`src/uranger_pkg.sv`:
```
`timescale 1ns / 1ps
`default_nettype none

package uranger_pkg;

    localparam int CFG_DATA_W = 20;
    localparam int CFG_IDX_W  = 3;
    localparam int CNT_W      = 20;
    localparam int ECHO_W     = 16;
    localparam int DIST_W     = 11;
    localparam int ALERT_W    = 9;
    localparam int DIV_W      = 8;

    localparam logic [CFG_IDX_W-1:0] REG_ALERT_DIST = 3'd0;
    localparam logic [CFG_IDX_W-1:0] REG_MAX_ECHO   = 3'd1;
    localparam logic [CFG_IDX_W-1:0] REG_TRIG_LEN   = 3'd2;
    localparam logic [CFG_IDX_W-1:0] REG_ALERT_HOLD = 3'd3;
    localparam logic [CFG_IDX_W-1:0] REG_GAP_LEN    = 3'd4;

    localparam logic [ECHO_W-1:0] ECHO_MAX = 16'hFFFF;
    localparam logic [DIST_W-1:0] DIST_MAX = 11'h7FF;

    typedef enum logic [4:0] {
        PH_TRIGGER = 5'b00001,
        PH_WAIT    = 5'b00010,
        PH_MEASURE = 5'b00100,
        PH_ALERT   = 5'b01000,
        PH_GAP     = 5'b10000
    } t_phase;

endpackage

`default_nettype wire

```
`src/ultrasonic_ranger_with_alert.sv`:
```
`timescale 1ns / 1ps
`default_nettype none

// An accepted input beat's result is registered in the output register. One beat per cycle is
// taken unless the full output register is stalled; a new beat enters while the last drains.
// Reset (synchronous, active low): trigger phase, counters zero, registers at defaults,
// output register empty.
module ultrasonic_ranger_with_alert
    import uranger_pkg::*;
#(
    parameter int DIST_DIVISOR = 58
) (
    input  wire logic                  i_clk,
    input  wire logic                  i_rst_n,
    input  wire logic                  i_cfg_wr_en,
    input  wire logic [CFG_IDX_W-1:0]  i_cfg_index,
    input  wire logic [CFG_DATA_W-1:0] i_cfg_data,
    input  wire logic                  i_in_valid,
    output logic                       o_in_stall,
    input  wire logic                  i_echo_level,
    output logic                       o_out_valid,
    input  wire logic                  i_out_stall,
    output logic                       o_trigger_level,
    output logic                       o_alert_level,
    output logic                       o_distance_valid,
    output logic [DIST_W-1:0]          o_distance_cm
);

    localparam int RECIP_SHIFT = ECHO_W + DIV_W;
    localparam int RECIP_W     = RECIP_SHIFT + 1;
    localparam int PROD_W      = ECHO_W + RECIP_W;
    localparam int QUOT_W      = PROD_W - RECIP_SHIFT;
    localparam int THR_W       = ALERT_W + DIV_W;
    localparam logic [RECIP_W-1:0] RECIP =
        RECIP_W'(((64'd1 << RECIP_SHIFT) + 64'(DIST_DIVISOR) - 64'd1) / 64'(DIST_DIVISOR));
    localparam logic [DIV_W-1:0] DIV_K = DIV_W'(DIST_DIVISOR);

    logic [ALERT_W-1:0] r_alert_dist;
    logic [ECHO_W-1:0]  r_max_echo;
    logic [DIV_W-1:0]   r_trig_len;
    logic [CNT_W-1:0]   r_alert_hold;
    logic [CNT_W-1:0]   r_gap_len;

    t_phase             r_phase, n_phase;
    logic [CNT_W-1:0]   r_cnt, n_cnt;
    logic [ECHO_W-1:0]  r_echo_cnt, n_echo_cnt;

    logic               r_out_valid;
    logic               r_trig, n_trig;
    logic               r_alert, n_alert;
    logic               r_dv, n_dv;
    logic [DIST_W-1:0]  r_dist, n_dist;

    logic               w_accept;
    logic [CNT_W-1:0]   w_cnt_inc;
    logic [CNT_W-1:0]   w_trig_len;
    logic [PROD_W-1:0]  w_prod;
    logic [QUOT_W-1:0]  w_quot;
    logic [THR_W-1:0]   w_thr;
    logic               w_in_range;
    logic               w_fire;
    t_phase             w_after;

    assign o_in_stall = r_out_valid & i_out_stall;
    assign w_accept   = i_in_valid & ~o_in_stall;

    always_ff @(posedge i_clk) begin
        if (!i_rst_n) begin
            r_alert_dist <= ALERT_W'(15);
            r_max_echo   <= ECHO_W'(23200);
            r_trig_len   <= DIV_W'(10);
            r_alert_hold <= CNT_W'(500000);
            r_gap_len    <= CNT_W'(100000);
        end else if (i_cfg_wr_en) begin
            unique case (i_cfg_index)
                REG_ALERT_DIST: r_alert_dist <= i_cfg_data[ALERT_W-1:0];
                REG_MAX_ECHO:   r_max_echo   <= i_cfg_data[ECHO_W-1:0];
                REG_TRIG_LEN:   r_trig_len   <= i_cfg_data[DIV_W-1:0];
                REG_ALERT_HOLD: r_alert_hold <= i_cfg_data;
                REG_GAP_LEN:    r_gap_len    <= i_cfg_data;
                default: begin
                end
            endcase
        end
    end

    assign w_cnt_inc  = r_cnt + CNT_W'(1);
    assign w_trig_len = (r_trig_len == '0) ? CNT_W'(1) : CNT_W'(r_trig_len);
    assign w_after    = (r_gap_len != '0) ? PH_GAP : PH_TRIGGER;

    // count / divisor by reciprocal multiply, exact over the 16-bit count range
    assign w_prod     = PROD_W'(r_echo_cnt) * PROD_W'(RECIP);
    assign w_quot     = w_prod[PROD_W-1:RECIP_SHIFT];
    assign w_in_range = r_echo_cnt <= r_max_echo;
    // dist < threshold, checked on the raw count
    assign w_thr      = THR_W'(r_alert_dist) * THR_W'(DIV_K);
    assign w_fire     = w_in_range ? (THR_W'(r_echo_cnt) < w_thr) : (r_alert_dist != '0);

    always_comb begin
        n_phase    = r_phase;
        n_cnt      = r_cnt;
        n_echo_cnt = r_echo_cnt;
        n_trig     = 1'b0;
        n_alert    = 1'b1;
        n_dv       = 1'b0;
        n_dist     = '0;
        unique case (r_phase)
            PH_WAIT: begin
                if (i_echo_level) begin
                    n_echo_cnt = ECHO_W'(1);
                    n_phase    = PH_MEASURE;
                end
            end
            PH_MEASURE: begin
                if (i_echo_level) begin
                    if (r_echo_cnt != ECHO_MAX) begin
                        n_echo_cnt = r_echo_cnt + ECHO_W'(1);
                    end
                end else begin
                    n_dv = 1'b1;
                    if (w_in_range) begin
                        n_dist = (w_quot > QUOT_W'(DIST_MAX)) ? DIST_MAX : w_quot[DIST_W-1:0];
                    end
                    n_cnt   = '0;
                    n_phase = w_after;
                    if (w_fire) begin
                        n_alert = 1'b0;
                        if (r_alert_hold > CNT_W'(1)) begin
                            n_phase = PH_ALERT;
                            n_cnt   = CNT_W'(1);
                        end
                    end
                end
            end
            PH_ALERT: begin
                n_alert = 1'b0;
                n_cnt   = w_cnt_inc;
                if (w_cnt_inc >= r_alert_hold) begin
                    n_cnt   = '0;
                    n_phase = w_after;
                end
            end
            PH_GAP: begin
                n_cnt = w_cnt_inc;
                if (w_cnt_inc >= r_gap_len) begin
                    n_cnt   = '0;
                    n_phase = PH_TRIGGER;
                end
            end
            PH_TRIGGER: begin
                n_trig = 1'b1;
                n_cnt  = w_cnt_inc;
                if (w_cnt_inc >= w_trig_len) begin
                    n_cnt   = '0;
                    n_phase = PH_WAIT;
                end
            end
            default: begin
                // stray code: first trigger tick
                n_trig  = 1'b1;
                n_cnt   = CNT_W'(1);
                n_phase = (w_trig_len <= CNT_W'(1)) ? PH_WAIT : PH_TRIGGER;
                if (w_trig_len <= CNT_W'(1)) begin
                    n_cnt = '0;
                end
            end
        endcase
    end

    always_ff @(posedge i_clk) begin
        if (!i_rst_n) begin
            r_phase     <= PH_TRIGGER;
            r_cnt       <= '0;
            r_echo_cnt  <= '0;
            r_out_valid <= 1'b0;
        end else begin
            if (w_accept) begin
                r_phase     <= n_phase;
                r_cnt       <= n_cnt;
                r_echo_cnt  <= n_echo_cnt;
                r_out_valid <= 1'b1;
            end else if (!i_out_stall) begin
                r_out_valid <= 1'b0;
            end
        end
    end

    always_ff @(posedge i_clk) begin
        if (w_accept) begin
            r_trig  <= n_trig;
            r_alert <= n_alert;
            r_dv    <= n_dv;
            r_dist  <= n_dist;
        end
    end

    assign o_out_valid      = r_out_valid;
    assign o_trigger_level  = r_trig;
    assign o_alert_level    = r_alert;
    assign o_distance_valid = r_dv;
    assign o_distance_cm    = r_dist;

endmodule

`default_nettype wire

```
`config.mk`:
```
export PLATFORM = sky130hd
export DESIGN_NAME = ultrasonic_ranger_with_alert
export DESIGN_NICKNAME = d
export VERILOG_FILES = /design/src/uranger_pkg.sv /design/src/ultrasonic_ranger_with_alert.sv
export SDC_FILE = /design/constraint.sdc
export NUM_CORES = 1
export LEC_CHECK = 0
export BUFFER_PORTS_ARGS = -buffer_cell sky130_fd_sc_hd__clkbuf_2
export CAP_MARGIN = 20
export CORE_MARGIN = 8
export CORE_UTILIZATION = 30
export DETAILED_ROUTE_END_ITERATION = 10
export HOLD_SLACK_MARGIN = 0.12
export SYNTH_ARGS = -nofsm -noshare
export SYNTH_HDL_FRONTEND = slang
export SYNTH_SLANG_ARGS = --single-unit
```
`constraint.sdc`:
```
create_clock -name i_clk -period 7.2 [get_ports i_clk]
set_clock_uncertainty 0.1 [all_clocks]
set_input_delay 0.36 -clock i_clk [delete_from_list [all_inputs] [get_ports i_clk]]
set_output_delay 0.36 -clock i_clk [all_outputs]
set_load 0.05 [all_outputs]
```
; ---- After elaboration in Yosys (flattened, before gate mapping)
; Cells that the tools add are included.
[totals]
ff_bits = 129
input_bits = 29
out_inout_bits = 16
elab_cells = 96
[classes]
add_sub_neg = 2
multipliers = 2
magnitude_cmp = 8
n_eq_ne = 18
n_mux = 32
bitwise_logic = 6
reduce_logical = 15
[ops]
columns = op, count
row1 = one-hot mux 20 bit (5 select lines), 1
row2 = 2-to-1 mux 20 bit, 4
row3 = 2-to-1 mux 16 bit, 3
row4 = greater-or-equal comparator 20 bit, 2
row5 = 2-to-1 mux 5 bit, 8
row6 = "multiplier 16 x 19 -> 35 bit, second input constant", 1
row7 = one-hot mux 16 bit (2 select lines), 1
row8 = one-hot mux 5 bit (5 select lines), 1
row9 = "adder 20 x 1 -> 20 bit, second input constant", 1
row10 = greater-or-equal comparator 20 x 8 -> 1 bit, 1
row11 = "greater-than comparator 20 x 1 -> 1 bit, second input constant", 1
row12 = nonzero test 20 bit, 1
row13 = "adder 16 x 1 -> 16 bit, second input constant", 1
row14 = <= comparator 16 bit, 1
row15 = less-than comparator 16 x 15 -> 1 bit, 1
row16 = "!= test 16 bit, second input constant", 1
row17 = "multiplier 9 x 5 -> 14 bit, second input constant", 1
row18 = "!= test 2 bit, second input constant", 7
row19 = "greater-than comparator 11 bit, second input constant", 1
row20 = 2-to-1 mux 11 bit, 1
row21 = 2-to-1 mux 1 bit, 10
row22 = AND reduction 2 bit, 5
row23 = nonzero test 9 bit, 1
row24 = "<= comparator 8 x 1 -> 1 bit, second input constant", 1
row25 = 22 further kinds, 27

; ---- Depth between registers and ports, before layout
; Gate-level depths: netlist (run 1).
[logic_depth]
word_depth = 6
depth_mapped = 21
depth_no_buf = 21

; ---- Worst setup path before layout (run 1)
; Ideal clock, no wire load.
[synth_timing]
path_type = flip-flop to flip-flop
start = register r_echo_cnt[4]
end = register r_dist[10] (netlist: o_distance_cm[10]), data pin
setup_ns = 0.146
arrival_time_ns = 5.758
t_required_ns = 6.954
path_slack_ns = 1.196
path_stages_with_launch = 21
path_buffers = 0
synth_period_minus_slack_ns = 6.004
cell_sequence = dfxtp_1 inv_1 fa_1 fa_1 inv_1 fa_1 inv_1 fa_1 inv_1 fa_1 inv_1 fa_1 inv_1 ha_1 nand2_1 or3_1 o21ai_0 a211oi_1 o31a_1 or3_1 a21oi_1
[synth_between]
elab_chain_cells = 3
elab_cells_between_ends = 6
classes_between = mul (1) / order compare (2) / mux (1) / bitwise (1) / reduce/logical (1)
[synth_lines]
columns = element, line
row1 = from (decl), ultrasonic_ranger_with_alert.sv:46  ; logic [ECHO_W-1:0] r_echo_cnt, n_echo_cnt;
row2 = from (signal assigned), ultrasonic_ranger_with_alert.sv:180  ; r_echo_cnt <= n_echo_cnt;
row3 = multiplier 16 x 19 -> 35 bit / <= comparator 16 bit (equally long branches), "ultrasonic_ranger_with_alert.sv:92, ultrasonic_ranger_with_alert.sv:94"
row4 = greater-than comparator 11 bit / inverter 1 bit (equally long branches), n/a
row5 = 2-to-1 mux 11 bit / OR reduction 3 bit (equally long branches), n/a
row6 = to (signal assigned), ultrasonic_ranger_with_alert.sv:193  ; r_dist <= n_dist;
row7 = to (decl), ultrasonic_ranger_with_alert.sv:52  ; logic [DIST_W-1:0] r_dist, n_dist;
; Several ways; a longest one is shown, not always the timed one.
; A chain may end at the register's enable or synchronous reset.

; ---- Worst setup path after layout (run 1)
[layout_timing]
start = register r_echo_cnt[4]
end = register r_dist[9] (netlist: o_distance_cm[9]), data pin
; Same word-level chain as after synthesis.

==> results of run 1 <==
-- power by group through the flow --
| stage | Sequential (mW) | Combinational [mW] | Clock, mW |
|---|---|---|---|
| global route | 0.759 | 0.285 | 0.944 |
| detailed placement | 0.773 | 0.247 | 0 |
| global placement | 0.773 | 0.243 | 0 |
| CTS | 0.757 | 0.253 | 0.910 |
| finish | 0.757 | 0.251 | 0.895 |
| floorplan | 0.781 | 0.164 | 0 |
-- stage by stage --
| stage | instances | hold WS (ps) |
|---|---|---|
| floorplan | 1592 | 332 |
| global placement | 2203 | 346 |
| detailed placement | 2203 | 354 |
| CTS | 2241 | 128 |
| global route | 2241 | 143 |
| finish | 2241 | 152 |
-- path summary, 6_finish.rpt --
kind	start	to	slack [ps]	depth (start not counted)
min reg2reg	r_trig_len[4]	r_trig_len[4]	360	2
max reg2reg	r_echo_cnt[4]	o_distance_cm[9]	660	20
max	r_echo_cnt[4]	o_distance_cm[9]	660	20
min	i_cfg_data[11]	r_gap_len[11]	150	3
-- synth_stat cells (3+ instances only) --
cell	count
o211ai_1	35
edfxtp_1	14
a211oi_1	13
nor4_1	17
inv_1	307
o21a_1	7
a21o_1	26
o21ai_0	36
dfxtp_1	115
mux2i_1	6
or3_1	11
clkbuf_1	32
xor2_1	13
nor2_1	59
nand4_1	27
a21boi_0	3
buf_2	3
fa_1	119
nand2_1	182
a21oi_1	117
a211o_1	5
nand2b_1	11
buf_6	3
nor2b_1	6
and4_1	6
o31ai_1	3
xnor2_1	38
or2_2	10
and3_1	13
and2_1	8
nand3_1	47
nor3_1	12
ha_1	253
-- logic make-up after synthesis --
logic type                 share of synthesized area
buffers and inverters                         0.0964
AOI/OAI and AO/OA                              0.123
and+or+nand+nor                                0.144
adders and majority gates                      0.402
xor gates and xnor gates                      0.0324
DFF                                            0.197
muxes                                        0.00436
-- layout make-up --
class                           instances  share of cell area
Sequential cell                       129               0.178
Clock buffer                           21              0.0294
Multi-Input combinational cell       1116               0.637
Inverter                              307              0.0753
Tap cell                              600              0.0491
Clock inverter                          9             0.00859
Timing Repair Buffer                   59              0.0231
-- worst max-delay path, cell delays in order, from the launching register on --
cell	delay [ps]
dfxtp_1	520
inv_1	200
fa_1	620
fa_1	520
inv_1	50
fa_1	520
fa_1	440
fa_1	540
inv_1	50
fa_1	530
inv_1	40
ha_1	300
a21oi_1	210
o221ai_1	190
a21oi_1	170
o21ai_0	100
buf_4	180
a211oi_1	560
o31ai_1	210
xnor2_1	180
nor2_1	50
-- state kept, by name, summed over array words and instances (netlist names) --
signal            cells
r_gap_len            20
o_alert_level         1
r_max_echo           16
o_out_valid           1
r_cnt                20
r_alert_dist          9
r_alert_hold         20
o_distance_cm        11
r_phase               5
r_trig_len            8
o_distance_valid      1
r_echo_cnt           16
o_trigger_level       1
-- routing by layer --
layer  global-route usage  up-vias  routed length (um)
met5                    0        -                   0
met4               0.0398        0                 769
met3               0.0184       39                1020
met2                0.240      178               17800
met1                0.170     5331               16100
li1                     -     5381                   -
==> results.cfg, run 1 <==
[run_status]
status = complete, no violations

[logic_synthesis]
ys_types = 60
synth_edf_count = 14
ys_ff_latch = 129
yosysWarnings = 0
synth_fp_nets = 1993
synth_area_um2 = 13800
synth.avg_cell_area_um2 = 8.66
synth-main-ff-cell = dfxtp_1
synth_seq_area_share = 0.197
synthCells = 1592
postSynth.asyncResetShare = 0
synth_largest_area_cell = ha_1
synth_top_area_frac = 0.230
ys_top_cells_by_area = ha_1, fa_1, dfxtp_1, inv_1, nand2_1

[power]
power.density_nw_per_um2 = 124
p_clk_frac = 0.470
p_sw_mw = 0.521
power.leakage_nw = 7.67
p_sw_frac = 0.274
ir_drop_uv = 191
p_total_mw = 1.90
power.internal_mw = 1.38
power_frac_seq = 0.398
combPwrFrac = 0.132

[layout]
seq_area_um2 = 2720
syn2layout_area_growth_pct = 11.0
final_cell_mix = inv_1, ha_1, nand2_1, fa_1, a21oi_1
drive_gt1_frac = 0.0597
fin_area_um2 = 15300
nets = 2031
multi_input_area_um2 = 9740
finish.utilization = 0.337
diodes = 0
final_common_cell = inv_1
fill_cells = 4725

[detailed_routing]
postRouteAntennaNets = 0
drc_errors = 0
routedWlPerCell_um = 15.9
drtPass1Iterations = 6
num_vias = 10900
via_per_inst = 4.88
drt-total-wl_um = 35700
drt_iter0_drc = 573

[clock_tree]
cts_tree = yes
numClockSinks = 129
cts_hold_buffers = 8
clk_pin_slew_ps = 60
cts_buffers = 17
ctsHtreeMaxLevel = 4
cts_buffer_depth = 2
post_cts_buffers = 0
cts-root-buf = clkbuf_16
cts_resized = 0
clock_latency_ps = 430

[global_routing]
grt_max_degree = 75
grt_use_total = 0.136
grt_antenna_before_repair = 0
grt_pass1_wl_um = 58200
grt_pass1_vias = 11100
overflow = 0

[timing]
slew_headroom = 0.275
max_slew.worst_pin.slew_ps = 1080
hold_viol = 0
final.setup.tns_ps = 0
min_period_over_period = 0.909
setup_violations = 0
fin_crit_ps = 6540
max_freq_mhz = 153
rsz0062_at_grt = false
setup_slack_ps = 656
drv_slew = 0

[run]
maxCapViolCount = 0

[placement]
io_buffers = 44
post-place-ws_ps = 690
hpwl_um = 29000
place_congestion = 0.922
place_area_um2 = 14600

[critical_path]
setup.worst_path.class = reg -> reg
cp_max_fo = 8
worst_ep_arrival_time_ps = 6600
cp.required_ps = 7260
critPathCaptureType = register
start_kind = register

[floorplan]
core_area_um2 = 45400
start_util = 0.304
fp.dieW_um = 230
row_count = 78
die_h_um = 230
die-area_um2 = 53100
ios = 45

[min_path]
worstHoldPathType = in -> reg
Power figures use the tool's default switching activity.
==> run 2, diff against run 1 <==
Settings changed: CELL_PAD_IN_SITES_DETAIL_PLACEMENT set to 1, CELL_PAD_IN_SITES_GLOBAL_PLACEMENT set to 1, PLACE_DENSITY_LB_ADDON set to 0.1.
==> run 2 against run 1 <==
Effect of this change: critical endpoint is now o_distance_cm[10]; sequential share of layout area decreased by 0.18 points; register-to-register slack better by 50 ps; first-iteration DRC count decreased by 36%; highest routed layer is now met5; total power grew 2.9%; largest power group unchanged; critical path type unchanged; maximum frequency rose by 0.72%; sequential power barely moved; largest cell class unchanged.
==> results.cfg, run 2 (same netlist as run 1, synthesis figures left out) <==
[layout]
drive_gt1_frac = 0.0688
fin_area_um2 = 15500
fill_cells = 5324
top_regs = r_alert_hold: 20 flops, r_cnt: 20 flops, r_gap_len: 20 flops
syn2layout_area_growth_pct = 12.1
final_common_cell = inv_1
seq_area_um2 = 2720
finalNonFillerCells = 2257
multi_input_area_um2 = 9740
finish.utilization = 0.341
final_cell_mix = inv_1, ha_1, nand2_1, fa_1, a21oi_1
nets = 2045
diodes = 0

[timing]
min_period_over_period = 0.902
drv_slew = 0
fin_crit_ps = 6500
max_freq_mhz = 154
max_slew.worst_pin.slew_ps = 1060
final.setup.tns_ps = 0
setup_violations = 0
hold_viol = 0
slew_headroom = 0.291
rsz0062_at_grt = false

[floorplan]
row_count = 78
start_util = 0.304
die_h_um = 230
ios = 45
fp.dieW_um = 230
core_area_um2 = 45400
die-area_um2 = 53100

[global_routing]
grt_pass1_vias = 11900
grt_pass1_wl_um = 66900
grt_antenna_before_repair = 1
grt_use_total = 0.161
overflow = 0
grt_max_degree = 41

[min_path]
worstHoldPathType = in -> reg
hold_depth = 3

[power]
power.density_nw_per_um2 = 127
power.leakage_nw = 7.75
p_total_mw = 1.96
ir_drop_uv = 150

[clock_tree]
cts-root-buf = clkbuf_16
clock_latency_ps = 450
numClockSinks = 129
clk_pin_slew_ps = 60
ctsHtreeMaxLevel = 4
cts_tree = yes
cts_buffer_depth = 2
cts_buffers = 17
post_cts_buffers = 0

[detailed_routing]
routedWlPerCell_um = 18.6
drt-total-wl_um = 42000
num_vias = 11000
drtPass1Iterations = 4
via_per_inst = 4.87
drc_errors = 0
postRouteAntennaNets = 0
drt_iter0_drc = 366

[run]
maxCapViolCount = 0

[critical_path]
cp_max_fo = 8
worstRegToRegCells = 20
worst_ep_arrival_time_ps = 6570
critPathCaptureType = register
cp.required_ps = 7270
start_kind = register
setup.worst_path.class = reg -> reg

[run_status]
status = complete, no violations

[placement]
place_congestion = 0.839
dpl.cell_count = 2214
hpwl_um = 35000
io_buffers = 44
place_area_um2 = 14700
==> run 2: cell count changes in the layout (fill, tap and decap cells not counted) <==
cell and delta:
buf_8 +1, clkinv_4 +2, dlygate4sd3_1 +3, inv_6 +2, clkinv_2 -1, clkinvlp_4 +2, buf_4 +10, clkbuf_1 -3
==> run 2: critical path, cell delays in order (launching register included) <==
cell,delay (ps)
dfxtp_1,550
inv_1,180
fa_1,570
fa_1,570
inv_1,60
fa_1,530
fa_1,440
fa_1,540
inv_1,60
fa_1,530
inv_1,40
ha_1,290
a21oi_1,190
o221ai_1,180
a21oi_1,170
o21ai_0,110
buf_4,190
a211oi_1,530
o31a_1,230
or3_1,110
a21oi_1,60
==> run 2: power by group <==
group          total (mW)  internal [mW]  leakage (nW)  switching [mW]
clock network       0.942          0.558         0.294           0.383
logic               0.258         0.0936          6.39           0.165
registers           0.758          0.742          1.07          0.0151
==> run 2: what timing repair did <==
action	in CTS	in global routing
resized for setup	0	0
endpoints found under the setup margin	0	0
hold endpoints to repair	18	0
hold buffers	11	0
==> run 2: worst paths after layout <==
path / from / endpoint / slack (ps)
min reg2reg: r_max_echo[4] / r_max_echo[4] / 360
max: r_echo_cnt[5] / o_distance_cm[10] / 700
max reg2reg: r_echo_cnt[5] / o_distance_cm[10] / 700
min: i_cfg_data[11] / r_alert_hold[11] / 130
==> run 2: area by class of cell <==
type / instances / share of cell area
Timing Repair Buffer: 73 / 0.0306
Clock inverter: 14 / 0.0114
Tap cell: 600 / 0.0486
Sequential cell: 129 / 0.176
Inverter: 307 / 0.0746
Multi-Input combinational cell: 1116 / 0.630
Clock buffer: 18 / 0.0284
==> run 2: layer usage <==
| layer | GRT usage | up-vias | part of all wire |
|---|---|---|---|
| met2 | 0.282 | 94 | 0.49 |
| met4 | 0.0455 | 2 | 0.018 |
| met3 | 0.0172 | 35 | 0.019 |
| met1 | 0.207 | 5470 | 0.47 |
| met5 | 0 | - | 0.00019 |
| li1 | - | 5397 | - |
==> run 2: through the flow <==
step	setup WS, ps	hold slack [ps]
3_5_place_dp	651	351
6_report	702	133
5_1_grt	272	147
4_1_cts	615	121
2_1_floorplan	1200	332
3_3_place_gp	721	345
==> run 3, diff against run 2 <==
Settings changed: CAP_MARGIN 20 to not set, CORE_ASPECT_RATIO set to 0.7, GPL_ROUTABILITY_DRIVEN set to 0.
==> run 3 against run 2 <==
Effect of this change: wire length grew 3.5%; global-route usage grew 0.89 points; flip-flop and latch count is the same; via count shrank 0.55%; sequential share of layout area grew 0.077 points; non-clock buffer count shrank 9; maximum frequency shrank 2.2%; utilization is essentially flat.
==> results.cfg, run 3 (same netlist as run 1, synthesis figures left out) <==
[detailed_routing]
drt_iter0_drc = 545
dr_wl_met3_um = 1670
top_layer = met5
drt-total-wl_um = 43500
drtPass1Iterations = 4
drt-met1-wl_um = 25900
postRouteAntennaNets = 0
routedWlPerCell_um = 19.3
num_vias = 10900
met2_length_um = 15600
drc_errors = 0
via_per_inst = 4.86

[timing]
setup_violations = 0
final.setup.tns_ps = 0
rsz0062_at_grt = false
hold_viol = 0
min_period_over_period = 0.923
setup_slack_ps = 555
whs_ps = 163
fin_crit_ps = 6650
max_freq_mhz = 150
drv_slew = 0
max_slew.worst_pin.slew_ps = 1270
slew_headroom = 0.151

[global_routing]
grt_max_degree = 75
grt_use_total = 0.170
grt_pass1_wl_um = 70300
grt_pass1_vias = 11600
overflow = 0
grt_antenna_before_repair = 1

[power]
ir_drop_uv = 154
power.density_nw_per_um2 = 129
power.leakage_nw = 7.72

[placement]
hpwl_um = 35900
io_buffers = 44
post-place-ws_ps = 525

[clock_tree]
cts_tree = yes
post_cts_buffers = 0
clk_pin_slew_ps = 60
numClockSinks = 129
cts_buffers = 17
cts-root-buf = clkbuf_16
cts_buffer_depth = 2
cts_hold_buffers = 8
cts_resized = 0
clock_latency_ps = 450
ctsHtreeMaxLevel = 4

[floorplan]
start_util = 0.305
row_count = 65
die-area_um2 = 53200
die_h_um = 195
core_area_um2 = 45200
fp.dieW_um = 272
ios = 45

[critical_path]
cp.required_ps = 7280
worst_ep_arrival_time_ps = 6720
cp_max_fo = 8
reg2reg_to = o_distance_cm[8]
start_kind = register
setup.worst_path.class = reg -> reg
r2r-start = r_echo_cnt[4]
r2r_slack_ps = 550
worstRegToRegCells = 20
critPathCaptureType = register

[layout]
syn2layout_area_growth_pct = 11.6
final_cell_mix = inv_1, ha_1, nand2_1, fa_1, a21oi_1
nets = 2036
fill_cells = 5420
diodes = 0
drive_gt1_frac = 0.0655
multi_input_area_um2 = 9740
top_regs = r_alert_hold: 20 flops, r_cnt: 20 flops, r_gap_len: 20 flops
seq_area_um2 = 2720
final_common_cell = inv_1

[run]
maxCapViolCount = 0

[min_path]
whs_endpoint = r_max_echo[15]
min-delay-start = i_cfg_data[15]
worstHoldPathType = in -> reg
hold_depth = 3

[run_status]
status = complete, no violations
[run 3: cell count changes in the layout (fill, tap and decap cells not counted), sizes merged]
cell and change:
clkinv +2, dlygate4sd3 -3, clkinvlp -2, buf -6, clkbuf +1, inv -1
[run 3: area by class of cell]
| cell class | count | area share |
|---|---|---|
| sequential | 129 | 0.177 |
| timing repair buffer | 64 | 0.0254 |
| inverter | 307 | 0.0749 |
| tap | 603 | 0.0490 |
| clock buffer | 19 | 0.0294 |
| multi-input combinational | 1116 | 0.633 |
| clock inverter | 13 | 0.0113 |
[run 3: power by group]
| group | internal, mW | switching [mW] | leakage, nW |
|---|---|---|---|
| clock network | 0.569 | 0.391 | 0.305 |
| registers | 0.742 | 0.0164 | 1.07 |
| logic | 0.0899 | 0.177 | 6.35 |
| total | 1.40 | 0.584 | 7.72 |
[run 3: through the flow]
step | cells | utilization | instance area [um^2] | total power [mW]
2_1_floorplan | 1592 | - | 13800 | 0.944
3_3_place_gp | 2211 | 0.325 | 14700 | 1.03
3_5_place_dp | 2211 | 0.325 | 14700 | 1.04
4_1_cts | 2251 | 0.340 | 15400 | 2.01
5_1_grt | 2251 | 0.340 | 15400 | 2.08
6_report | 2251 | 0.340 | 15400 | 1.99
[run 3: worst max path at each step]
stage                              to           from  cells past startpoint
floorplan           o_distance_cm[10]  r_echo_cnt[4]                     20
global placement     o_distance_cm[9]  r_echo_cnt[4]                     20
detailed placement   o_distance_cm[9]  r_echo_cnt[4]                     20
CTS                  o_distance_cm[9]  r_echo_cnt[4]                     20
global route         o_distance_cm[9]  r_echo_cnt[4]                     20
finish               o_distance_cm[8]  r_echo_cnt[4]                     20
[run 3: layer usage]
| metal | global-route usage | vias up |
|---|---|---|
| met3 | 0.0321 | 22 |
| met1 | 0.287 | 5381 |
| met5 | 0 | - |
| li1 | - | 5393 |
| met4 | 0.0268 | 2 |
| met2 | 0.213 | 139 |
[run 3: critical path, stage by stage, from the launching register on]
cell and delay, ps:
dfxtp_1 550, inv_1 210, fa_1 630, fa_1 530
inv_1 50, fa_1 520, fa_1 440, fa_1 540
inv_1 50, fa_1 520, inv_1 40, ha_1 290
a21oi_1 210, o221ai_1 210, a21oi_1 180, o21ai_0 110
buf_4 200, a211oi_1 570, o31ai_1 180, xnor2_1 170
nor2_1 60
